### src/hdl/lad_pkg.sv
// ----------------------------------------------------------------------------
// lad_pkg
// Shared widths, codes and payload types of the layered atmosphere block.
// ----------------------------------------------------------------------------
package lad_pkg;

    // value word and full product widths
    localparam int VW         = 48;
    localparam int PW         = 2 * VW;

    // internal fraction bits of exp and ln
    localparam int IP         = 30;

    // multiplier slice width
    localparam int MUL_STEP   = 16;

    // defaults of the top level parameters
    localparam int LAYERS_DEF = 5;
    localparam int FRAC_DEF   = 16;

    // ln(2) in Q0.30
    localparam logic [IP-1:0] LN2_Q30 = 30'd744261118;

    // series lengths
    localparam int EXP_TERMS  = 13;
    localparam int LN_TERMS   = 10;

    // operation codes
    localparam logic [1:0] OP_LOAD   = 2'd0;
    localparam logic [1:0] OP_DEPTH  = 2'd1;
    localparam logic [1:0] OP_HEIGHT = 2'd2;
    localparam logic [1:0] OP_DERIVE = 2'd3;

    // coefficient select codes
    localparam logic [1:0] SEL_HEIGHT = 2'd0;
    localparam logic [1:0] SEL_OFFSET = 2'd1;
    localparam logic [1:0] SEL_SCALE  = 2'd2;
    localparam logic [1:0] SEL_LENGTH = 2'd3;

    // status codes
    localparam logic [1:0] ST_OK     = 2'd0;
    localparam logic [1:0] ST_RANGE  = 2'd1;
    localparam logic [1:0] ST_DOMAIN = 2'd2;

    typedef struct packed {
        logic [1:0]             op;
        logic [2:0]             layer;
        logic [1:0]             coef_sel;
        logic signed [VW-1:0]   coef_value;
        logic signed [VW-1:0]   query_value;
    } t_in;

    typedef struct packed {
        logic signed [VW-1:0]   result_value;
        logic [1:0]             status;
    } t_out;

endpackage

### src/hdl/lad_mul.sv
// ----------------------------------------------------------------------------
// lad_mul
// Unsigned multi-cycle multiplier, one operand slice per cycle.
// ----------------------------------------------------------------------------
module lad_mul
    import lad_pkg::*;
(
    input  logic            i_clk,
    input  logic            i_rst_n,
    input  logic            i_start,
    input  logic [VW-1:0]   i_a,
    input  logic [VW-1:0]   i_b,
    output logic            o_done,
    output logic [PW-1:0]   o_prod
);

    localparam int CHUNKS = VW / MUL_STEP;
    localparam int CW     = (CHUNKS > 1) ? $clog2(CHUNKS) : 1;

    logic [VW-1:0]          r_a;
    logic [VW-1:0]          r_b;
    logic [PW-1:0]          r_acc;
    logic [CW-1:0]          r_cnt;
    logic                   r_busy;
    logic                   r_done;
    logic [VW+MUL_STEP-1:0] pp;
    logic [PW-1:0]          pp_sh;

    // partial product of one slice, placed at its weight
    assign pp    = r_a * r_b[MUL_STEP-1:0];
    assign pp_sh = PW'(pp) << (r_cnt * MUL_STEP);

    // slice sequencer
    always_ff @(posedge i_clk) begin
        if (!i_rst_n) begin
            r_busy <= 1'b0;
            r_done <= 1'b0;
            r_cnt  <= '0;
        end else begin
            r_done <= 1'b0;
            if (i_start) begin
                r_a    <= i_a;
                r_b    <= i_b;
                r_acc  <= '0;
                r_cnt  <= '0;
                r_busy <= 1'b1;
            end else if (r_busy) begin
                r_acc <= r_acc + pp_sh;
                r_b   <= r_b >> MUL_STEP;
                r_cnt <= r_cnt + 1'b1;
                if (r_cnt == CW'(CHUNKS - 1)) begin
                    r_busy <= 1'b0;
                    r_done <= 1'b1;
                end
            end
        end
    end

    assign o_done = r_done;
    assign o_prod = r_acc;

endmodule

### config.mk
export PLATFORM = sky130hd
export DESIGN_NAME = lad_mul
export DESIGN_NICKNAME = d
export VERILOG_FILES = /design/src/hdl/lad_pkg.sv /design/src/hdl/lad_mul.sv
export SDC_FILE = /design/constraint.sdc
export NUM_CORES = 2
export LEC_CHECK = 0
export ABC_AREA = 1
export CAP_MARGIN = 5
export CORE_MARGIN = 5
export CORE_UTILIZATION = 31
export DETAILED_ROUTE_END_ITERATION = 6
export DONT_BUFFER_PORTS = 1
export PLACE_DENSITY = 0.54
export SETUP_SLACK_MARGIN = 0.02
export SYNTH_ARGS = -nofsm -noshare
export SYNTH_HDL_FRONTEND = slang
export SYNTH_SLANG_ARGS = --single-unit
### constraint.sdc
create_clock -name i_clk -period 7.1 [get_ports i_clk]
set_input_delay 0 -clock i_clk [delete_from_list [all_inputs] [get_ports i_clk]]
set_output_delay 0 -clock i_clk [all_outputs]
set_load 0.01 [all_outputs]
==> run summary <==
====================================================================================================
Final Worst Setup Slack ...............................................................     -1290 ps
Warnings from Yosys ...................................................................            0
Clock-pin slew reported for the worst setup and hold paths after clock tree synthesis .       120 ps
All-layer global routing usage ........................................................        0.232
Netlist Area Pre-Place ................................................................   0.0415 mm²
Minimum clock period ..................................................................      8390 ps
Wire length of the first global-routing pass ..........................................       251 mm
Post-synthesis net count ..............................................................         6681
Share of cells above drive strength 1 .................................................        0.294
Initial drt markers ...................................................................         2697
Share of the cycle needed by the critical path after routing ..........................         1.18
Startpoint types ......................................................................     register
Number of distinct library cell variants in the gate-level netlist after synthesis ....           63
Total I/O pin count ...................................................................          196
Die Outline Area ......................................................................    0.141 mm²
Insertion delay of the later-clocked pin in the worst-skew pair .......................       560 ps
Count of maximum capacitance violations ...............................................            0
Total wire length .....................................................................       166 mm
Setup skew after layout ...............................................................      35.3 ps
Hold Vio Cnt, Final ...................................................................            0
Setup violation total in the final timing report ......................................           86
HPWL Detailed .........................................................................       136 mm
Via density per instance ..............................................................         4.77
Count of nets after finishing .........................................................         7750
CTS Buf Count .........................................................................           17
Number of pins exceeding their max-slew limit in the final report .....................            0
Row cnt ...............................................................................          134
Area growth from synthesis to final layout ............................................        39.9%
Worst hold path class .................................................................       in2reg
Initial Utilization ...................................................................        0.311
Aggregate global routing overflow .....................................................            0
Core outline area .....................................................................    0.133 mm²
Slew of the pin with the lowest slew margin ...........................................      1100 ps
Clock tree from TritonCTS .............................................................          yes
Post-detailed-route count of antenna-violating nets ...................................            0
Endpoint type of the worst setup path .................................................     register
Maximum clock insertion buffer count ..................................................            2
Total vias in the final route .........................................................        40800
Initial antenna violation count .......................................................            2
Number of flops mapped to enable cells by yosys .......................................          192
Clock tree root buffer cell ...........................................................    clkbuf_16
CTS H-tree depth ......................................................................            4
Non-Filler Instances ..................................................................         8559
Violations in the final reports ....................................................... setup timing
Total instance count after detailed placement .........................................         8266
Number of input and output port buffers inserted ......................................            0
Most frequent cells after synthesis ................................................... nand2_1 (1509), inv_1 (1352), fa_1 (643)
Most repeated cell in the gate-level netlist after synthesis ..........................      nand2_1
FFs w/ async S/R, synth ...............................................................            0
Die height ............................................................................       376 µm
Status ................................................................................ finished with violations
DRC Markers ...........................................................................            0
Pin count of the biggest net entering global routing ..................................           80
Cell types occupying the most area after synthesis .................................... fa_1 (31%), edfxtp_1 (14%), nand2_1 (14%)
Data arrival at the endpoint of the critical path .....................................      8800 ps
Gate count after technology mapping ...................................................         5707
Number of global-route vias before repair .............................................        43000
GP Congestion .........................................................................        0.998
Setup CP Type .........................................................................      reg2reg
Area share of the largest cell type after synthesis ...................................        0.310
Dominant register cell in the synthesized netlist .....................................     edfxtp_1
Sequential-to-total area share from yosys stat ........................................        0.141
Cell accounting for the most synthesized area .........................................         fa_1
Required time of the worst setup path .................................................      7510 ps
Biggest fanout along the worst timing path ............................................            3
Setup repair after global routing missed its margin ...................................         true
Mean area per synthesized cell ........................................................     7.27 µm²
Floorplan die width ...................................................................       376 µm
Peak Freq .............................................................................      119 MHz
Synthesis-stage register bit count ....................................................          196
Crit-path slowest cell ................................................................         fa_1
First-pass iteration count of the detailed router .....................................            6
Cell seen most often among critical-path stages .......................................        inv_1
Headroom to the max-slew limit ........................................................        0.269
CTS sink cnt ..........................................................................          196
Crit-path max cell delay ..............................................................       540 ps
Average detailed-routed wire length per instance ......................................      19.4 µm
====================================================================================================
## timing repair
action | 4_1_cts | 5_1_grt
gates resized for setup | 479 | 482
setup buffers | 46 | 49
hold buffers | 156 | 0
pin swaps | 95 | 129
setup endpoints to repair | 85 | 87
gates cloned | 2 | 6
hold endpoints to repair | 117 | 0
## cells in the final DEF, fill, tap and decap left out, drive strengths merged, types with 9 or more instances in the layout
cell            n
a21boi         17
a21o           23
a21oi         312
a31oi           9
buf          1112
clkbuf         24
dlygate4sd3   155
edfxtp        192
fa            643
ha            232
inv          1384
nand2        1536
nand3         175
nand3b          9
nand4          22
nor2          474
nor3           38
nor4           10
o21a           31
o21ai         262
o21bai         47
xnor2          17
xor2           20
## worst max-delay path, delay by kind of cell, from the launching register on
kind,cells,cell delay (ps)
XOR/XNOR,1,180
flip-flops,1,460
adder cells (fa/ha/maj),8,3680
AO/OA/AOI/OAI,8,1250
buffers and inverters,15,1470
AND/OR/NAND/NOR,10,1200
## logic make-up (layout without fill, tap and decap cells)
logic type / after synthesis / in the layout / share of synthesized area
multiplexers: 1 / 1 / 0.000241
buffers and inverters: 1601 / 2683 / 0.145
other: 0 / 2 / 0
XOR/XNOR: 37 / 37 / 0.00799
AO/OA/AOI/OAI: 720 / 720 / 0.101
flip-flops: 196 / 196 / 0.141
adder cells (fa/ha/maj): 875 / 875 / 0.380
AND/OR/NAND/NOR: 2277 / 2277 / 0.225
## path summary, 6_finish.rpt
check,to,cells past startpoint,slack [ps],from
hold / removal,r_a[41]$_DFFE_PP_,1,70,i_a[41]
hold reg to reg,r_b[28]$_DFFE_PP_,2,530,r_b[44]$_SDFFCE_PN0P_
setup / recovery,o_prod[81]$_SDFFCE_PP0P_,42,-1290,r_a[7]$_DFFE_PP_
setup reg to reg,o_prod[81]$_SDFFCE_PP0P_,42,-1290,r_a[7]$_DFFE_PP_
## metrics by stage
stage | setup WS [ps] | hold WS, ps | instance area, µm² | util | TNS, ps
6_report | -1290 | 69.5 | 58000 | 0.435 | -87350
5_1_grt | -1650 | 52.9 | 58000 | 0.435 | -117810
4_1_cts | -1320 | 34.0 | 55600 | 0.417 | -88200
3_5_place_dp | -1790 | 99.0 | 51100 | 0.384 | -110370
3_3_place_gp | -1820 | 99.0 | 51100 | 0.384 | -111910
2_1_floorplan | 18.8 | 98.9 | 41800 | - | 0
## sequential cells by signal, indices dropped and copies added (netlist names)
signal	count
o_done	1
r_busy	1
r_b	48
r_cnt	2
o_prod	96
r_a	48
## routing by layer
layer  track usage  share of wire
met3        0.0314          0.048
met4        0.0845          0.046
met1         0.295           0.42
met2         0.402           0.49
met5             0              0
## layout make-up
cell class	count	area, µm²
diodes	2	5.00
clock buffers	18	429
clock inverters	14	178
fillers	13400	75300
inverters	1378	5170
multi-input cells	3910	33300
flip-flops and latches	196	5850
well taps	1768	2210
repair buffers	1273	10900
Power is left out: the tool's default activity adds up to more than one toggle a clock period on the data nets, which glitch-free logic cannot reach.
