===== config.mk =====
export PLATFORM = sky130hd
export DESIGN_NAME = lad_div
export DESIGN_NICKNAME = d
export VERILOG_FILES = /design/src/hdl/lad_pkg.sv /design/src/hdl/lad_div.sv
export SDC_FILE = /design/constraint.sdc
export NUM_CORES = 1
export LEC_CHECK = 0
export BUFFER_PORTS_ARGS = -buffer_cell sky130_fd_sc_hd__buf_4
export CORE_MARGIN = 5
export CORE_UTILIZATION = 40
export DETAILED_ROUTE_END_ITERATION = 16
export REMOVE_ABC_BUFFERS = 1
export SYNTH_ARGS = -nofsm -noshare
export SYNTH_HDL_FRONTEND = slang
export SYNTH_SLANG_ARGS = --single-unit

===== constraint.sdc =====
create_clock -name i_clk -period 7.3 [get_ports i_clk]
set_input_delay 1.095 -clock i_clk [delete_from_list [all_inputs] [get_ports i_clk]]
set_output_delay 1.095 -clock i_clk [all_outputs]
set_load 0.05 [all_outputs]

===== src/hdl/lad_pkg.sv =====
// ----------------------------------------------------------------------------
// lad_pkg
// Shared widths, codes and payload types of the layered atmosphere block.
// ----------------------------------------------------------------------------
package lad_pkg;

    // value word and full product widths
    localparam int VW         = 48;
    localparam int PW         = 2 * VW;

    // internal fraction bits of exp and ln
    localparam int IP         = 30;

    // multiplier slice width
    localparam int MUL_STEP   = 16;

    // defaults of the top level parameters
    localparam int LAYERS_DEF = 5;
    localparam int FRAC_DEF   = 16;

    // ln(2) in Q0.30
    localparam logic [IP-1:0] LN2_Q30 = 30'd744261118;

    // series lengths
    localparam int EXP_TERMS  = 13;
    localparam int LN_TERMS   = 10;

    // operation codes
    localparam logic [1:0] OP_LOAD   = 2'd0;
    localparam logic [1:0] OP_DEPTH  = 2'd1;
    localparam logic [1:0] OP_HEIGHT = 2'd2;
    localparam logic [1:0] OP_DERIVE = 2'd3;

    // coefficient select codes
    localparam logic [1:0] SEL_HEIGHT = 2'd0;
    localparam logic [1:0] SEL_OFFSET = 2'd1;
    localparam logic [1:0] SEL_SCALE  = 2'd2;
    localparam logic [1:0] SEL_LENGTH = 2'd3;

    // status codes
    localparam logic [1:0] ST_OK     = 2'd0;
    localparam logic [1:0] ST_RANGE  = 2'd1;
    localparam logic [1:0] ST_DOMAIN = 2'd2;

    typedef struct packed {
        logic [1:0]             op;
        logic [2:0]             layer;
        logic [1:0]             coef_sel;
        logic signed [VW-1:0]   coef_value;
        logic signed [VW-1:0]   query_value;
    } t_in;

    typedef struct packed {
        logic signed [VW-1:0]   result_value;
        logic [1:0]             status;
    } t_out;

endpackage


===== src/hdl/lad_div.sv =====
// ----------------------------------------------------------------------------
// lad_div
// Restoring divider, one quotient bit per cycle, quotient and remainder.
// ----------------------------------------------------------------------------
module lad_div
    import lad_pkg::*;
(
    input  logic            i_clk,
    input  logic            i_rst_n,
    input  logic            i_start,
    input  logic [PW-1:0]   i_num,
    input  logic [VW-1:0]   i_den,
    output logic            o_done,
    output logic [VW-1:0]   o_quo,
    output logic [VW-1:0]   o_rem
);

    localparam int NW = $clog2(VW);

    logic [VW-1:0]  r_rem;
    logic [VW-1:0]  r_lo;
    logic [VW-1:0]  r_den;
    logic [NW-1:0]  r_cnt;
    logic           r_busy;
    logic           r_done;
    logic [VW:0]    trial;
    logic [VW:0]    diff;
    logic           ge;

    // one trial subtract per cycle
    assign trial = {r_rem, r_lo[VW-1]};
    assign diff  = trial - {1'b0, r_den};
    assign ge    = trial >= {1'b0, r_den};

    // the upper dividend half must be below the divisor at start
    always_ff @(posedge i_clk) begin
        if (!i_rst_n) begin
            r_busy <= 1'b0;
            r_done <= 1'b0;
            r_cnt  <= '0;
        end else begin
            r_done <= 1'b0;
            if (i_start) begin
                r_rem  <= i_num[PW-1:VW];
                r_lo   <= i_num[VW-1:0];
                r_den  <= i_den;
                r_cnt  <= '0;
                r_busy <= 1'b1;
            end else if (r_busy) begin
                r_rem <= ge ? diff[VW-1:0] : trial[VW-1:0];
                r_lo  <= {r_lo[VW-2:0], ge};
                r_cnt <= r_cnt + 1'b1;
                if (r_cnt == NW'(VW - 1)) begin
                    r_busy <= 1'b0;
                    r_done <= 1'b1;
                end
            end
        end
    end

    assign o_done = r_done;
    assign o_quo  = r_lo;
    assign o_rem  = r_rem;

endmodule


==> metrics.txt, run 1 <==
Tightest Hold Check Type reg2reg; Commonest cells post-synth edfxtp_1, mux2_2, a21oi_1, inv_1, nand2_1; post-synthesis cell type count 74; status complete, no violations; YS warnings 0; Pint slightly below 0.002 W; ys async rst share 0%; MaxCap Viol Count 0; NetSw between 0.001 and 0.0015 W; clk root buf clkbuf_16; Finish-stage setup viols 0; number of global-route vias before repair roughly 7,700; EDFF count, synth roughly 140; crit path kind reg2reg; first drt pass iteration count 5; drt wl/cell 19.4 um; worst clock skew around 0.015 ns; GP Congestion between 0.8 and 0.9; Final #Nets 1,247; Least-Margin Pin Slew about 1.1 ns; met2 WL about 13,000 um; detailed-route via count roughly 7,300; area delta synth->final 28.4%; CP startpoint o_rem[17]$_DFFE_PP_; f_max roughly 240 MHz; height of the die 164 um; Seq/Total Area, Yosys 47.2%; met1 WL 11,300 um; min cycle time layout 4.15 ns; H-tree depth 4; Area contributors post-synth edfxtp_1, mux2_2, ha_1; Core Region roughly 23,000 um2; Worst Setup EP o_rem[18]$_DFFE_PP_; first-pass GRT wire length between 40,000 and 50,000 um; post-synthesis register bit count about 150; Final Hold Vio Count 0; Setup WS pre-CTS roughly 3.2 ns; Critical R2R Capture o_rem[18]$_DFFE_PP_; CP Max Fanout 48; Initial Util 40.6%; antenna fix cells 0; Syn Inst Count ~820; RSZ-0062 raised after global routing no; initial antenna violation count 0; I/O Buffers 243; Static Leakage between 5 and 6 nW; Slew headroom a little under a quarter; ys flop type edfxtp_1; HPWL after detailed placement about 20,000 um; DRC errors left 0; clock power share between 30% and 40%; DIE AREA 26,900 um2; power density over cell area approximately 250 nW/um2; Post-CTS Hold Fix Bufs 0; Top Metal Used met4; worst reg2reg startpoint o_rem[17]$_DFFE_PP_; post-synth top area share 45.5%; grt ovf 0; worst-skew pair later-pin latency 0.44 ns; chip width 164 um; io pins about 240; # rows 56; register share of total power between 30 and 40%; Mapped Avg Cell Area around 12 um2; worst setup margin about 3.1 ns; met3 WL 2400 um; Post-Route WL 26,800 um; final period utilization between 50 and 60%; area of the mapped netlist between 9000 and 10,000 um2; post-CTS setup buffers 0; Post-CTS Resized 0; antenna-violating nets left 0; Peak supply drop about 0.00018 V; Worst setup SP type register; Slew Viols, Final 0; clock sink count ~150; most frequent cell after synthesis edfxtp_1; clock slew seen by the registers of the worst setup and hold paths about 0.07 ns; Critical Path AT between 4 and 5 ns; final setup TNS 0 ns; layout cells sized above 1 37.7%; CTS max path bufs 2; largest net degree at the start of global routing 63; Switching Share between 30% and 40%; Synth area leader edfxtp_1; Comb power frac about a third; vias per cell around 5.3; r2r worst-path depth 11; CTS tree done; total global-route track usage between 10% and 20%; Detailed Route Iter0 Violations 390; fillers 2,184; Critical Path RT 7.48 ns; FF-to-FF setup slack approximately 3.1 ns; utilization after layout a little over half; CP endpoint kind register; cts bufs inserted 17
==> layout by cell type, fill, tap and decap left out, types with 8 or more instances in the layout <==
cell       instances
nor2_1            26
inv_1             59
a21o_1            33
nor3_1            10
nand4_1           10
mux2i_1            9
a21oi_1           60
xor2_1            16
clkbuf_16         17
nand3_1           10
buf_4            246
xnor2_1           30
o21ai_1            9
dfxtp_1            8
nor2b_1           11
edfxtp_1         144
mux2_2            75
ha_1              49
mux2_4            24
nand2_1           56
o21ai_0           30
a211oi_1           8
==> sequential cells by signal, summed over array words and instances (netlist names) <==
register,flops
r_den,48
r_busy,1
r_cnt,6
o_rem,48
o_quo,48
o_done,1
==> metal layers <==
metal | vias to the layer above | GRT usage (%)
met2 | 242 | 32.5
met3 | 23 | 7.35
met1 | 3475 | 24.6
li1 | 3520 | -
met4 | 0 | 5.26
met5 | - | 0
==> stage by stage <==
stage,total power [W],cells,instance area [um2],hold WS (ns)
6_report,0.00307,1382,12200,0.493
2_1_floorplan,0.00184,785,9320,0.454
3_3_place_gp,0.00213,1350,11600,0.472
4_1_cts,0.00309,1382,12200,0.499
5_1_grt,0.00322,1382,12200,0.562
3_5_place_dp,0.00214,1350,11600,0.482
==> worst max-delay path, stage by stage, from the launching register on <==
cell       delay (ns)
edfxtp_1         0.42
ha_1             0.41
nand2_1          0.15
o221ai_1         0.23
a21oi_1          0.14
or3_1            0.36
a211oi_2         0.27
o2111ai_2        0.18
a31oi_4          0.32
or2_4            0.76
mux2_4           0.35
mux2_2           0.26
==> worst min path at each step <==
| stage | depth (start not counted) | startpoint | to |
|---|---|---|---|
| final | 2 | r_cnt[5]$_SDFFE_PP0P_ | r_cnt[5]$_SDFFE_PP0P_ |
| after global routing | 2 | r_cnt[5]$_SDFFE_PP0P_ | r_cnt[5]$_SDFFE_PP0P_ |
| after CTS | 2 | r_cnt[5]$_SDFFE_PP0P_ | r_cnt[5]$_SDFFE_PP0P_ |
| after detailed placement | 2 | r_cnt[5]$_SDFFE_PP0P_ | r_cnt[5]$_SDFFE_PP0P_ |
| after global placement | 2 | r_cnt[5]$_SDFFE_PP0P_ | r_cnt[5]$_SDFFE_PP0P_ |
| after floorplan | 2 | r_cnt[5]$_SDFFE_PP0P_ | r_cnt[5]$_SDFFE_PP0P_ |
==> area by class of cell <==
class                   instances  area (um2)  area share (%)
multi-input cells             573        4610            37.8
flip-flops and latches        152        4480            36.8
repair buffers                246        1850            15.1
clock buffers                  17         425            3.49
well taps                     319         399            3.27
inverters                      60         225            1.85
clock inverters                15         203            1.66
==> power groups by stage <==
stage,clock network (W),registers [W],logic [W]
floorplan,0,0.00127,0.000572
global placement,0,0.00111,0.00102
detailed placement,0,0.00111,0.00102
CTS,0.000970,0.00110,0.00103
global route,0.00100,0.00110,0.00111
finish,0.000949,0.00109,0.00102
==> logic make-up after synthesis <==
group / count (synthesis) / share of synthesized area, %
AOI/OAI and AO/OA: 203 / 15.0
and+or+nand+nor: 166 / 9.00
DFF: 152 / 47.2
muxes: 108 / 13.6
buffers and inverters: 94 / 4.29
adders and majority gates: 50 / 6.66
xor gates and xnor gates: 46 / 4.24
Power figures use the tool's default switching activity.
==> run 2: changes to the inputs <==
- PLACE_DENSITY: not set -> 0.66
- clock period: 7.3 -> 3.4 ns (I/O delays scaled with it)
==> metrics.txt, run 2 (synthesis results as in run 1) <==
status finished, violations left; failing checks setup timing; DRC errors left 0; worst setup margin -0.118 ns; cts bufs inserted 17; sequential cell area between 4000 and 5000 um2; DIE AREA 26,900 um2; Critical R2R Capture o_rem[28]$_DFFE_PP_; H-tree depth 4; Least-Margin Pin Slew between 0.6 and 0.7 ns; chip width roughly 160 um; grt ovf 0; Multi-input gate area 4940 um2; final period utilization 103%; Tightest Hold Check Type in2reg; Initial Util about two fifths; drt wl/cell ~19 um; first drt pass iteration count 5; Final Hold Vio Count 0; min cycle time layout roughly 3.5 ns; f_max ~280 MHz; clock slew seen by the registers of the worst setup and hold paths 0.07 ns; commonest non-fill, non-tap cell in the layout buf_4; clock sink count roughly 150; Setup WS pre-CTS -0.189 ns; clk root buf clkbuf_16; detailed-route via count around 7,700; RSZ-0062 raised after global routing yes; Final #Nets between 1,000 and 1,500; Core Region 23,400 um2; Detailed Route Iter0 Violations roughly 370; Post-Route WL ~28,000 um; CP Max Fanout 3; Worst setup SP type register; HPWL after detailed placement roughly 21,000 um; Static Leakage 5.81 nW; vias per cell about 5.2; layout cells sized above 1 between 40% and 50%; Slew Viols, Final 0; number of global-route vias before repair 7,927; r2r worst-path depth 13; CTS max path bufs 2; # rows 56; I/O Buffers between 200 and 250; Critical Path AT ~3.7 ns; crit path kind reg2reg; worst-skew pair later-pin latency between 0.4 and 0.5 ns; first-pass GRT wire length 42,600 um; power density over cell area slightly above 500 nW/um2; antenna-violating nets left 0; hold path endpoint r_den[7]$_DFFE_PP_; total global-route track usage between 20 and 25%; CP endpoint kind register; initial antenna violation count 0; area delta synth->final 41.0%; Finish-stage setup viols 16; worst clock skew 0.0193 ns; fillers 2,084; Critical Path RT 3.58 ns; io pins 244; Hold WS around 0.24 ns; height of the die approximately 160 um; GP Congestion roughly 0.93; Peak supply drop between 0.0003 and 0.0004 V; HP Start i_den[7]; largest net degree at the start of global routing 52; hold path depth 1; CTS tree done; antenna fix cells 0; Slew headroom slightly below 60%; MaxCap Viol Count 0; FF-to-FF setup slack -0.12 ns; worst reg2reg startpoint o_quo[47]$_DFFE_PP_; commonest non-fill, non-tap cells in the layout buf_4, edfxtp_1, mux2_2, inv_1, nand2_1
## run 2: cell type report
class / count / area share, %
clock inverter: 15 / 1.33
timing repair buffer: 350 / 20.4
tap: 319 / 2.98
sequential: 152 / 33.5
inverter: 60 / 1.68
clock buffer: 17 / 3.18
multi-input combinational: 573 / 36.9
## run 2: where the power goes
group	switching, W	internal [W]	leakage (nW)
Combinational	0.00139	0.00124	4.09
Sequential	0.0000987	0.00225	1.43
Clock	0.000929	0.000991	0.293
## run 2: through the flow
| stage | TNS [ns] | total power (W) | utilization, % | cells | area (um2) |
|---|---|---|---|---|---|
| 3_5_place_dp | -2.01 | 0.00478 | 52.3 | 1432 | 12200 |
| 5_1_grt | -5.74 | 0.00723 | 57.2 | 1486 | 13400 |
| 6_report | -0.503 | 0.00690 | 57.2 | 1486 | 13400 |
| 4_1_cts | -0.245 | 0.00677 | 55.5 | 1470 | 13000 |
| 3_3_place_gp | -0.680 | 0.00477 | 52.3 | 1432 | 12200 |
| 2_1_floorplan | -13.50 | 0.00394 | - | 785 | 9320 |
## run 2: routing by layer
metal  global-route usage [%]  wire length [um]
met1                     25.1             11700
met4                     6.40               461
met5                        0                 0
met2                     33.7             13900
met3                     6.95              2350
## run 2: worst max-delay path by stage
| stage | from | endpoint | slack, ns | cells after the start |
|---|---|---|---|---|
| after floorplan | o_rem[18]$_DFFE_PP_ | o_rem[10]$_DFFE_PP_ | -0.43 | 11 |
| final | o_quo[47]$_DFFE_PP_ | o_rem[28]$_DFFE_PP_ | -0.12 | 13 |
| after CTS | o_quo[47]$_DFFE_PP_ | o_rem[46]$_DFFE_PP_ | -0.09 | 14 |
| after detailed placement | o_quo[47]$_DFFE_PP_ | o_rem[46]$_DFFE_PP_ | -0.19 | 14 |
| after global placement | o_quo[47]$_DFFE_PP_ | o_rem[28]$_DFFE_PP_ | -0.12 | 13 |
| after global routing | o_quo[47]$_DFFE_PP_ | o_rem[28]$_DFFE_PP_ | -0.24 | 13 |
## run 2: what timing repair did
item / 4_1_cts / 5_1_grt
pin swaps: 12 / 25
endpoints found under the hold margin: 0 / 0
gates resized for setup: 19 / 43
hold buffers: 0 / 0
gates cloned: 0 / 2
setup endpoints to repair: 31 / 43
buffers inserted: 6 / 14
## run 2: worst max-delay path, stage by stage (launching register included)
cell and delay (ns):
edfxtp_1 0.40, inv_1 0.08, ha_2 0.19, inv_2 0.04, fa_2 0.34, a21o_1 0.20
a221o_1 0.34, a211oi_4 0.31, o211ai_1 0.21, a22o_1 0.29, a41o_1 0.23, xnor2_1 0.13
mux2_4 0.26, mux2_2 0.27
